<file path="src/hdl/leb_pkg.sv">
// leb_pkg: shared constants and types for the line edit buffer.
// Used by leb_ctrl, leb_datapath and line_edit_buffer; no dependencies.
package leb_pkg;

    // default capacity of the line, in characters
    localparam int BUF_SIZE_DEF = 64;

    // item field widths
    localparam int ACTION_W = 3;
    localparam int CHAR_W   = 8;
    localparam int INDEX_W  = 6;
    localparam int POS_W    = 7;

    // action codes
    localparam logic [ACTION_W-1:0] ACT_CLEAR     = 3'd0;
    localparam logic [ACTION_W-1:0] ACT_INSERT    = 3'd1;
    localparam logic [ACTION_W-1:0] ACT_DELETE    = 3'd2;
    localparam logic [ACTION_W-1:0] ACT_BACKSPACE = 3'd3;
    localparam logic [ACTION_W-1:0] ACT_LEFT      = 3'd4;
    localparam logic [ACTION_W-1:0] ACT_RIGHT     = 3'd5;
    localparam logic [ACTION_W-1:0] ACT_READ      = 3'd6;

    // commands from the controller to the datapath
    typedef struct packed {
        logic load;    // capture the input item
        logic exec;    // apply the action to the line
        logic report;  // load the result register
    } ctrl_cmd_t;

endpackage

</file>
<file path="src/hdl/leb_ctrl.sv">
// leb_ctrl: sequencer of the line edit buffer (capture, execute, report)
// and owner of the result valid flag. Depends on leb_pkg.
module leb_ctrl (
    input  logic                aclk,
    input  logic                aresetn,
    input  logic                s_axis_tvalid,
    output logic                s_axis_tready,
    output logic                m_axis_tvalid,
    input  logic                m_axis_tready,
    output leb_pkg::ctrl_cmd_t  cmd
);

    localparam logic [1:0] S_IDLE   = 2'd0;
    localparam logic [1:0] S_EXEC   = 2'd1;
    localparam logic [1:0] S_REPORT = 2'd2;

    logic [1:0] state_reg, state_next;
    logic       out_valid_reg, out_valid_next;
    logic       slot_free;

    // result slot can take a new item when empty or draining this cycle
    assign slot_free = !out_valid_reg || m_axis_tready;

    always_comb begin
        state_next     = state_reg;
        cmd            = '0;
        s_axis_tready  = 1'b0;
        out_valid_next = out_valid_reg;
        if (out_valid_reg && m_axis_tready) begin
            out_valid_next = 1'b0;
        end
        unique case (state_reg)
            S_IDLE: begin
                s_axis_tready = 1'b1;
                if (s_axis_tvalid) begin
                    cmd.load   = 1'b1;
                    state_next = S_EXEC;
                end
            end
            S_EXEC: begin
                cmd.exec   = 1'b1;
                state_next = S_REPORT;
            end
            S_REPORT: begin
                if (slot_free) begin
                    cmd.report     = 1'b1;
                    out_valid_next = 1'b1;
                    state_next     = S_IDLE;
                end
            end
            default: begin
                state_next = S_IDLE;
            end
        endcase
    end

    always_ff @(posedge aclk) begin
        if (!aresetn) begin
            state_reg     <= S_IDLE;
            out_valid_reg <= 1'b0;
        end else begin
            state_reg     <= state_next;
            out_valid_reg <= out_valid_next;
        end
    end

    assign m_axis_tvalid = out_valid_reg;

    a_take_then_exec: assert property (@(posedge aclk) disable iff (!aresetn)
        (state_reg == S_IDLE && s_axis_tvalid) |=> (state_reg == S_EXEC))
        else $error("accepted item did not move to execute");

    a_exec_then_report: assert property (@(posedge aclk) disable iff (!aresetn)
        (state_reg == S_EXEC) |=> (state_reg == S_REPORT))
        else $error("execute step not followed by report");

    a_report_fills_slot: assert property (@(posedge aclk) disable iff (!aresetn)
        (state_reg == S_REPORT && !out_valid_reg) |=> out_valid_reg)
        else $error("report into empty slot lost the result");

endmodule

</file>
<file path="src/hdl/leb_datapath.sv">
// leb_datapath: row of character cells, length and cursor registers,
// action decode and the result register. Depends on leb_pkg.
module leb_datapath #(
    parameter int BUF_SIZE = leb_pkg::BUF_SIZE_DEF
) (
    input  logic                          aclk,
    input  logic                          aresetn,
    input  leb_pkg::ctrl_cmd_t            cmd,
    input  logic [leb_pkg::ACTION_W-1:0]  action,
    input  logic [leb_pkg::CHAR_W-1:0]    char_in,
    input  logic [leb_pkg::INDEX_W-1:0]   read_index,
    output logic                          accepted,
    output logic [leb_pkg::POS_W-1:0]     cursor_pos,
    output logic [leb_pkg::POS_W-1:0]     line_length,
    output logic [leb_pkg::CHAR_W-1:0]    read_char
);

    localparam int CNT_W = $clog2(BUF_SIZE + 1);
    localparam int XW    = (CNT_W > leb_pkg::INDEX_W) ? CNT_W : leb_pkg::INDEX_W;
    localparam int NIDX  = 1 << leb_pkg::INDEX_W;

    // captured item
    logic [leb_pkg::ACTION_W-1:0] act_reg;
    logic [leb_pkg::CHAR_W-1:0]   char_reg;
    logic [leb_pkg::INDEX_W-1:0]  idx_reg;

    // line state
    logic [leb_pkg::CHAR_W-1:0] cell_reg [BUF_SIZE];
    logic [leb_pkg::CHAR_W-1:0] cell_next [BUF_SIZE];
    logic [CNT_W-1:0]           used_reg, used_next;
    logic [CNT_W-1:0]           cur_reg, cur_next;
    logic                       ok_reg, ok_next;

    logic             do_ins, do_rm;
    logic [CNT_W-1:0] rm_pos;

    // result register
    logic                        acc_reg;
    logic [leb_pkg::POS_W-1:0]   cpos_reg, len_reg;
    logic [leb_pkg::CHAR_W-1:0]  rchar_reg, rchar_next;

    always_ff @(posedge aclk) begin
        if (cmd.load) begin
            act_reg  <= action;
            char_reg <= char_in;
            idx_reg  <= read_index;
        end
    end

    // action decode: new length, cursor and shift direction
    always_comb begin
        used_next = used_reg;
        cur_next  = cur_reg;
        ok_next   = 1'b0;
        do_ins    = 1'b0;
        do_rm     = 1'b0;
        rm_pos    = cur_reg;
        unique case (act_reg)
            leb_pkg::ACT_CLEAR: begin
                used_next = '0;
                cur_next  = '0;
                ok_next   = 1'b1;
            end
            leb_pkg::ACT_INSERT: begin
                if (used_reg < CNT_W'(BUF_SIZE)) begin
                    do_ins    = 1'b1;
                    used_next = used_reg + 1'b1;
                    cur_next  = cur_reg + 1'b1;
                    ok_next   = 1'b1;
                end
            end
            leb_pkg::ACT_DELETE: begin
                if (cur_reg < used_reg) begin
                    do_rm     = 1'b1;
                    used_next = used_reg - 1'b1;
                    ok_next   = 1'b1;
                end
            end
            leb_pkg::ACT_BACKSPACE: begin
                rm_pos = cur_reg - 1'b1;
                if (cur_reg != '0) begin
                    do_rm     = 1'b1;
                    used_next = used_reg - 1'b1;
                    cur_next  = cur_reg - 1'b1;
                    ok_next   = 1'b1;
                end
            end
            leb_pkg::ACT_LEFT: begin
                if (cur_reg != '0) begin
                    cur_next = cur_reg - 1'b1;
                    ok_next  = 1'b1;
                end
            end
            leb_pkg::ACT_RIGHT: begin
                if (cur_reg < used_reg) begin
                    cur_next = cur_reg + 1'b1;
                    ok_next  = 1'b1;
                end
            end
            leb_pkg::ACT_READ: begin
                ok_next = 1'b1;
            end
            default: begin
                ok_next = 1'b0;
            end
        endcase
    end

    // each cell takes its own value, its left or right neighbor, or the new
    // character; cells past the length may pick up garbage, never read
    always_comb begin
        for (int i = 0; i < BUF_SIZE; i++) begin
            cell_next[i] = cell_reg[i];
            if (do_ins) begin
                if (CNT_W'(i) == cur_reg) begin
                    cell_next[i] = char_reg;
                end else if (i > 0 && CNT_W'(i) > cur_reg) begin
                    cell_next[i] = cell_reg[(i > 0) ? i - 1 : 0];
                end
            end else if (do_rm) begin
                if (i < BUF_SIZE - 1 && CNT_W'(i) >= rm_pos) begin
                    cell_next[i] = cell_reg[(i < BUF_SIZE - 1) ? i + 1 : i];
                end
            end
        end
    end

    always_ff @(posedge aclk) begin
        if (cmd.exec) begin
            for (int i = 0; i < BUF_SIZE; i++) begin
                cell_reg[i] <= cell_next[i];
            end
            ok_reg <= ok_next;
        end
    end

    always_ff @(posedge aclk) begin
        if (!aresetn) begin
            used_reg <= '0;
            cur_reg  <= '0;
        end else if (cmd.exec) begin
            used_reg <= used_next;
            cur_reg  <= cur_next;
        end
    end

    // character read at the requested index, zero beyond the length
    always_comb begin
        rchar_next = '0;
        for (int i = 0; i < BUF_SIZE; i++) begin
            if (i < NIDX && idx_reg == leb_pkg::INDEX_W'(i)) begin
                rchar_next = cell_reg[i];
            end
        end
        if (XW'(idx_reg) >= XW'(used_reg)) begin
            rchar_next = '0;
        end
    end

    always_ff @(posedge aclk) begin
        if (cmd.report) begin
            acc_reg   <= ok_reg;
            cpos_reg  <= leb_pkg::POS_W'(cur_reg);
            len_reg   <= leb_pkg::POS_W'(used_reg);
            rchar_reg <= rchar_next;
        end
    end

    assign accepted    = acc_reg;
    assign cursor_pos  = cpos_reg;
    assign line_length = len_reg;
    assign read_char   = rchar_reg;

    a_cursor_in_line: assert property (@(posedge aclk) disable iff (!aresetn)
        cur_reg <= used_reg)
        else $error("cursor beyond end of line");

    a_length_in_range: assert property (@(posedge aclk) disable iff (!aresetn)
        used_reg <= CNT_W'(BUF_SIZE))
        else $error("line length beyond capacity");

endmodule

</file>
<file path="src/hdl/line_edit_buffer.sv">
// line_edit_buffer: command-line edit buffer with cursor, stream ports.
// Instantiates leb_ctrl and leb_datapath; depends on leb_pkg.
//
// Sequence: the item is captured, then applied in the execute step, and its
//   result is registered in the report step; the next item is taken only
//   after that report. The whole tail of the line shifts in the single
//   execute step. An unclaimed result stalls only the report step.
// Reset (aresetn low, synchronous): length, cursor, controller and result
//   valid cleared; character cells are not cleared and are never read
//   beyond the length.
module line_edit_buffer #(
    parameter int BUF_SIZE = leb_pkg::BUF_SIZE_DEF
) (
    input  logic        aclk,
    input  logic        aresetn,
    // input: action[2:0], char_in[10:3], read_index[16:11], zero pad above
    input  logic        s_axis_tvalid,
    output logic        s_axis_tready,
    input  logic [23:0] s_axis_tdata,
    // result: accepted[0], cursor_pos[7:1], line_length[14:8],
    //         read_char[22:15], zero pad above
    output logic        m_axis_tvalid,
    input  logic        m_axis_tready,
    output logic [23:0] m_axis_tdata
);

    leb_pkg::ctrl_cmd_t cmd;

    logic                          accepted;
    logic [leb_pkg::POS_W-1:0]     cursor_pos;
    logic [leb_pkg::POS_W-1:0]     line_length;
    logic [leb_pkg::CHAR_W-1:0]    read_char;

    // sequencer: one item in flight, result slot decoupled from input side
    leb_ctrl u_ctrl (
        .aclk          (aclk),
        .aresetn       (aresetn),
        .s_axis_tvalid (s_axis_tvalid),
        .s_axis_tready (s_axis_tready),
        .m_axis_tvalid (m_axis_tvalid),
        .m_axis_tready (m_axis_tready),
        .cmd           (cmd)
    );

    // line storage, edit logic and result register
    leb_datapath #(
        .BUF_SIZE (BUF_SIZE)
    ) u_datapath (
        .aclk        (aclk),
        .aresetn     (aresetn),
        .cmd         (cmd),
        .action      (s_axis_tdata[2:0]),
        .char_in     (s_axis_tdata[10:3]),
        .read_index  (s_axis_tdata[16:11]),
        .accepted    (accepted),
        .cursor_pos  (cursor_pos),
        .line_length (line_length),
        .read_char   (read_char)
    );

    assign m_axis_tdata = {1'b0, read_char, line_length, cursor_pos, accepted};

endmodule
</file>
<file path="config.mk">
export PLATFORM = sky130hd
export DESIGN_NAME = line_edit_buffer
export DESIGN_NICKNAME = d
export VERILOG_FILES = /design/src/hdl/leb_pkg.sv /design/src/hdl/leb_ctrl.sv /design/src/hdl/leb_datapath.sv /design/src/hdl/line_edit_buffer.sv
export SDC_FILE = /design/constraint.sdc
export NUM_CORES = 2
export LEC_CHECK = 0
export BUFFER_PORTS_ARGS = -buffer_cell sky130_fd_sc_hd__buf_4
export CAP_MARGIN = 20
export CORE_UTILIZATION = 66
export CTS_BUF_LIST = sky130_fd_sc_hd__clkbuf_8
export DETAILED_ROUTE_END_ITERATION = 8
export MAX_ROUTING_LAYER = met4
export PLACE_DENSITY = 0.89
export SLEW_MARGIN = 20
export SYNTH_ARGS = -nofsm -noshare
export SYNTH_HDL_FRONTEND = slang
export SYNTH_HIERARCHICAL = 1
export SYNTH_SLANG_ARGS = --single-unit
</file>
<file path="constraint.sdc">
create_clock -name aclk -period 4.71 [get_ports aclk]
set_input_delay 0.942 -clock aclk [delete_from_list [all_inputs] [get_ports aclk]]
set_output_delay 0.942 -clock aclk [all_outputs]
set_load 0.01 [all_outputs]
</file>
==> impl_metrics.csv <==
group,metric,value,unit
run_status,status,"finished clean",
setup_path,startpoint_type,"register",
placement,pre_cts_ws,0.841,ns
floorplan,start_util,67.2,%
routing,routed.top_layer,"met4",
global_routing,gr-total-overflow,0,
logic_synthesis,synth_edf_count,553,
setup_path,crit_path_end_kind,"register",
placement,gp_congestion,1.05,
routing,via_count,33659,
layout,num-fill-cells,3833,
power,vdd_ir_drop_max,0.244,mV
cts,cts_buffers,95,
logic_synthesis,synth_ff_type,"edfxtp_1",
sta,min_period,4.15,ns
layout,final_nets,3848,
logic_synthesis,synth_top_family_by_area,"compound AO/OA/AOI/OAI gates",
global_routing,grt_max_degree,182,
cts,cts_max_path_buffers,3,
setup_path,cp_max_fo,12,
routing,first_pass_iters,8,
power,p_total,11600,µW
logic_synthesis,synth_most_common_cell,"nand2_1",
routing,avgRoutedWirePerCell,27.5,µm
setup_path,crit_chain,"inv_1 -> ha_1 -> nand4b_1 -> xor2_1 -> nand2_1 -> nor2_1 -> o21ai_0 -> a221oi_1 -> buf_4",
sta,setup-tns-final,0,ns
floorplan,dieArea,57400,µm²
layout,area_growth,7.79,%
sta,skew,0.0457,ns
layout,stdcell_count,4629,
sta,max_slew.worst_pin.slew,1.20,ns
routing,ant_nets,0,
cts,path_clk_slew,0.06,ns
logic_synthesis,synthXorXnorAreaFrac,0.235,%
placement,place_area,38300,µm²
cts,cts-resized-gates,0,
logic_synthesis,ys_warn_count,6,
floorplan,ioPinCount,54,
setup_path,crit_slowest_cell,"xor2_1",
setup_path,worstSetupPathType,"reg2reg",
global_routing,grt_pass1_wl,192,mm
logic_synthesis,ys_types,99,
floorplan,die_h,240,µm
cts,post_cts_buffers,0,
layout,drive_above_1_share,11.4,%
logic_synthesis,synth_area,37300,µm²
routing,vias_per_cell,7.27,
routing,wirelength_met1,46.3,mm
floorplan,core,55400,µm²
cts,clockRootBuffer,"clkbuf_8",
logic_synthesis,ys_seq_area_share,45.5,%
setup_path,required,5.12,ns
sta,max_slew_margin,19.2,%
layout,largest_reg_flops,512,
power,powerDensity,289,nW/µm²
placement,hpwl,85.4,mm
logic_synthesis,syn_area_per_cell,9.63,µm²
logic_synthesis,synth_top_area_cell,"edfxtp_1",
floorplan,rows,86,
sta,final_max_slew_viol_count,0,
layout,stdcell_area,40200,µm²
placement,portBuffers,45,
logic_synthesis,synth-simple-area-share,13.8,%
routing,routed-wl-met3,21.9,mm
sta,setup-violations-final,0,
routing,drcViolationCount,0,
logic_synthesis,syn_nets,3920,
global_routing,antenna_found_initial,3,
sta,finalHoldViolCount,0,
cts,worst_skew_pair.late_latency,0.74,ns
logic_synthesis,synth-compound-area-share,18.2,%
floorplan,die_w,240,µm
layout,multi_input_area,18800,µm²
cts,htreeDepth,3,
cts,clkSinkCount,570,
sta,rsz0062_at_grt,"false",
logic_synthesis,yosysTopAreaCellShare,44.6,%
logic_synthesis,async_reset_ff_share,0,%
logic_synthesis,synthAdderAreaFrac,0.792,%
setup_path,max_stage_delay,0.66,ns
cts,cts_hold_buf,0,
placement,dp.cells,4447,
cts,cts_tree,"built",
sta,final.setup.worst_slack,0.564,ns
sta,period_share,88.0,%
logic_synthesis,synthTopCellsByArea,"edfxtp_1 (45%), mux2i_1 (15%), o21ai_0 (8.7%), nand2_1 (6.6%), clkbuf_1 (2.4%)",
sta,max_freq,241,MHz
run,cap_violations,0,
setup_path,cp.arrival,4.56,ns
routing,drt_iter0_drc,6790,
logic_synthesis,syn_inst,3869,
global_routing,grt_pass1_vias,31268,
logic_synthesis,synth-seq-cells,570,
power,p_leak,0.0154,µW
layout,seqCellArea,16900,µm²
logic_synthesis,yosys-top-cells-count,"nand2_1 (660), o21ai_0 (646), edfxtp_1 (553)",
routing,drt-total-wl,127,mm
logic_synthesis,synthMuxAreaShare,17.1,%
routing,wl_met2,51.9,mm
global_routing,grt.total_usage,45.4,%
hold_path,min_path_type,"in2reg",
-- layer usage --
layer / global-route usage (%) / vias to the layer above
li1: - / 14336
met3: 15.0 / 557
met5: - / -
met4: 23.8 / 0
met1: 61.3 / 15554
met2: 60.2 / 3212
-- worst max-delay path: cells and delay by family (launching register included) --
family                   cells  cell delay [ns]
AO/OA/AOI/OAI                2             0.70
adder cells (fa/ha/maj)      1             0.64
flip-flops                   1             0.31
XOR/XNOR                     1             0.66
buffers and inverters        2             0.47
AND/OR/NAND/NOR              3             1.06
-- layout by cell type (no fill, tap or decap), types with 15 or more instances in the layout --
master	synthesis	final
a211oi_1	36	36
a21o_1	15	15
a21oi_1	154	154
a221oi_1	17	17
a22oi_1	16	16
a31oi_1	25	25
buf_4	16	173
clkbuf_8	0	98
clkinv_1	1	32
dfxtp_1	17	17
edfxtp_1	553	553
ha_1	22	22
inv_1	26	53
mux2_2	47	47
mux2i_1	547	547
mux4_2	16	16
nand2_1	660	659
nand2b_1	20	20
nand3_1	44	44
nor2_1	137	136
nor2_2	25	25
nor2b_1	35	33
nor3_1	76	74
o211ai_1	20	20
o21ai_0	646	646
o22ai_1	40	40
-- metrics by stage --
| step | util [%] | hold slack, ns |
|---|---|---|
| finish | 72.5 | 0.389 |
| global route | 72.5 | 0.393 |
| CTS | 72.4 | 0.361 |
| detailed placement | 69.1 | 0.415 |
| global placement | 69.1 | 0.413 |
| floorplan | - | 0.400 |
-- layout make-up --
class                           count  share of cell area (%)
Clock inverter                     80                    1.19
Timing Repair Buffer              187                    3.90
Inverter                           27                   0.252
Multi-Input combinational cell   2916                    46.8
Tap cell                          748                    2.33
Clock buffer                       98                    3.36
Antenna cell                        3                  0.0187
Sequential cell                   570                    42.2
-- worst paths after layout --
| kind | cells after the start | startpoint | end | slack (ns) |
|---|---|---|---|---|
| setup / recovery | 9 | u_datapath/cur_reg[1] | u_datapath/cell_reg[0][134] | 0.56 |
| hold reg to reg | 0 | u_datapath/ok_reg | u_datapath/accepted | 0.43 |
| setup reg to reg | 9 | u_datapath/cur_reg[1] | u_datapath/cell_reg[0][134] | 0.56 |
| hold / removal | 1 | s_axis_tdata[15] | u_datapath/idx_reg[4] | 0.39 |
-- cell families (layout without fill, tap and decap cells) --
group / Yosys count / in the layout
multiplexers: 610 / 610
AO/OA/AOI/OAI: 1147 / 1147
flip-flops: 570 / 570
AND/OR/NAND/NOR: 1125 / 1125
other: 1 / 4
buffers and inverters: 383 / 392
adder cells (fa/ha/maj): 23 / 23
XOR/XNOR: 10 / 10
-- report_power, final --
part / switching (µW) / internal [µW] / leakage [µW]
clock network: 2170 / 2220 / 0.00104
logic: 1030 / 435 / 0.00919
registers: 84.9 / 5660 / 0.00515
Note: power is estimated with default switching activity, not from simulation.
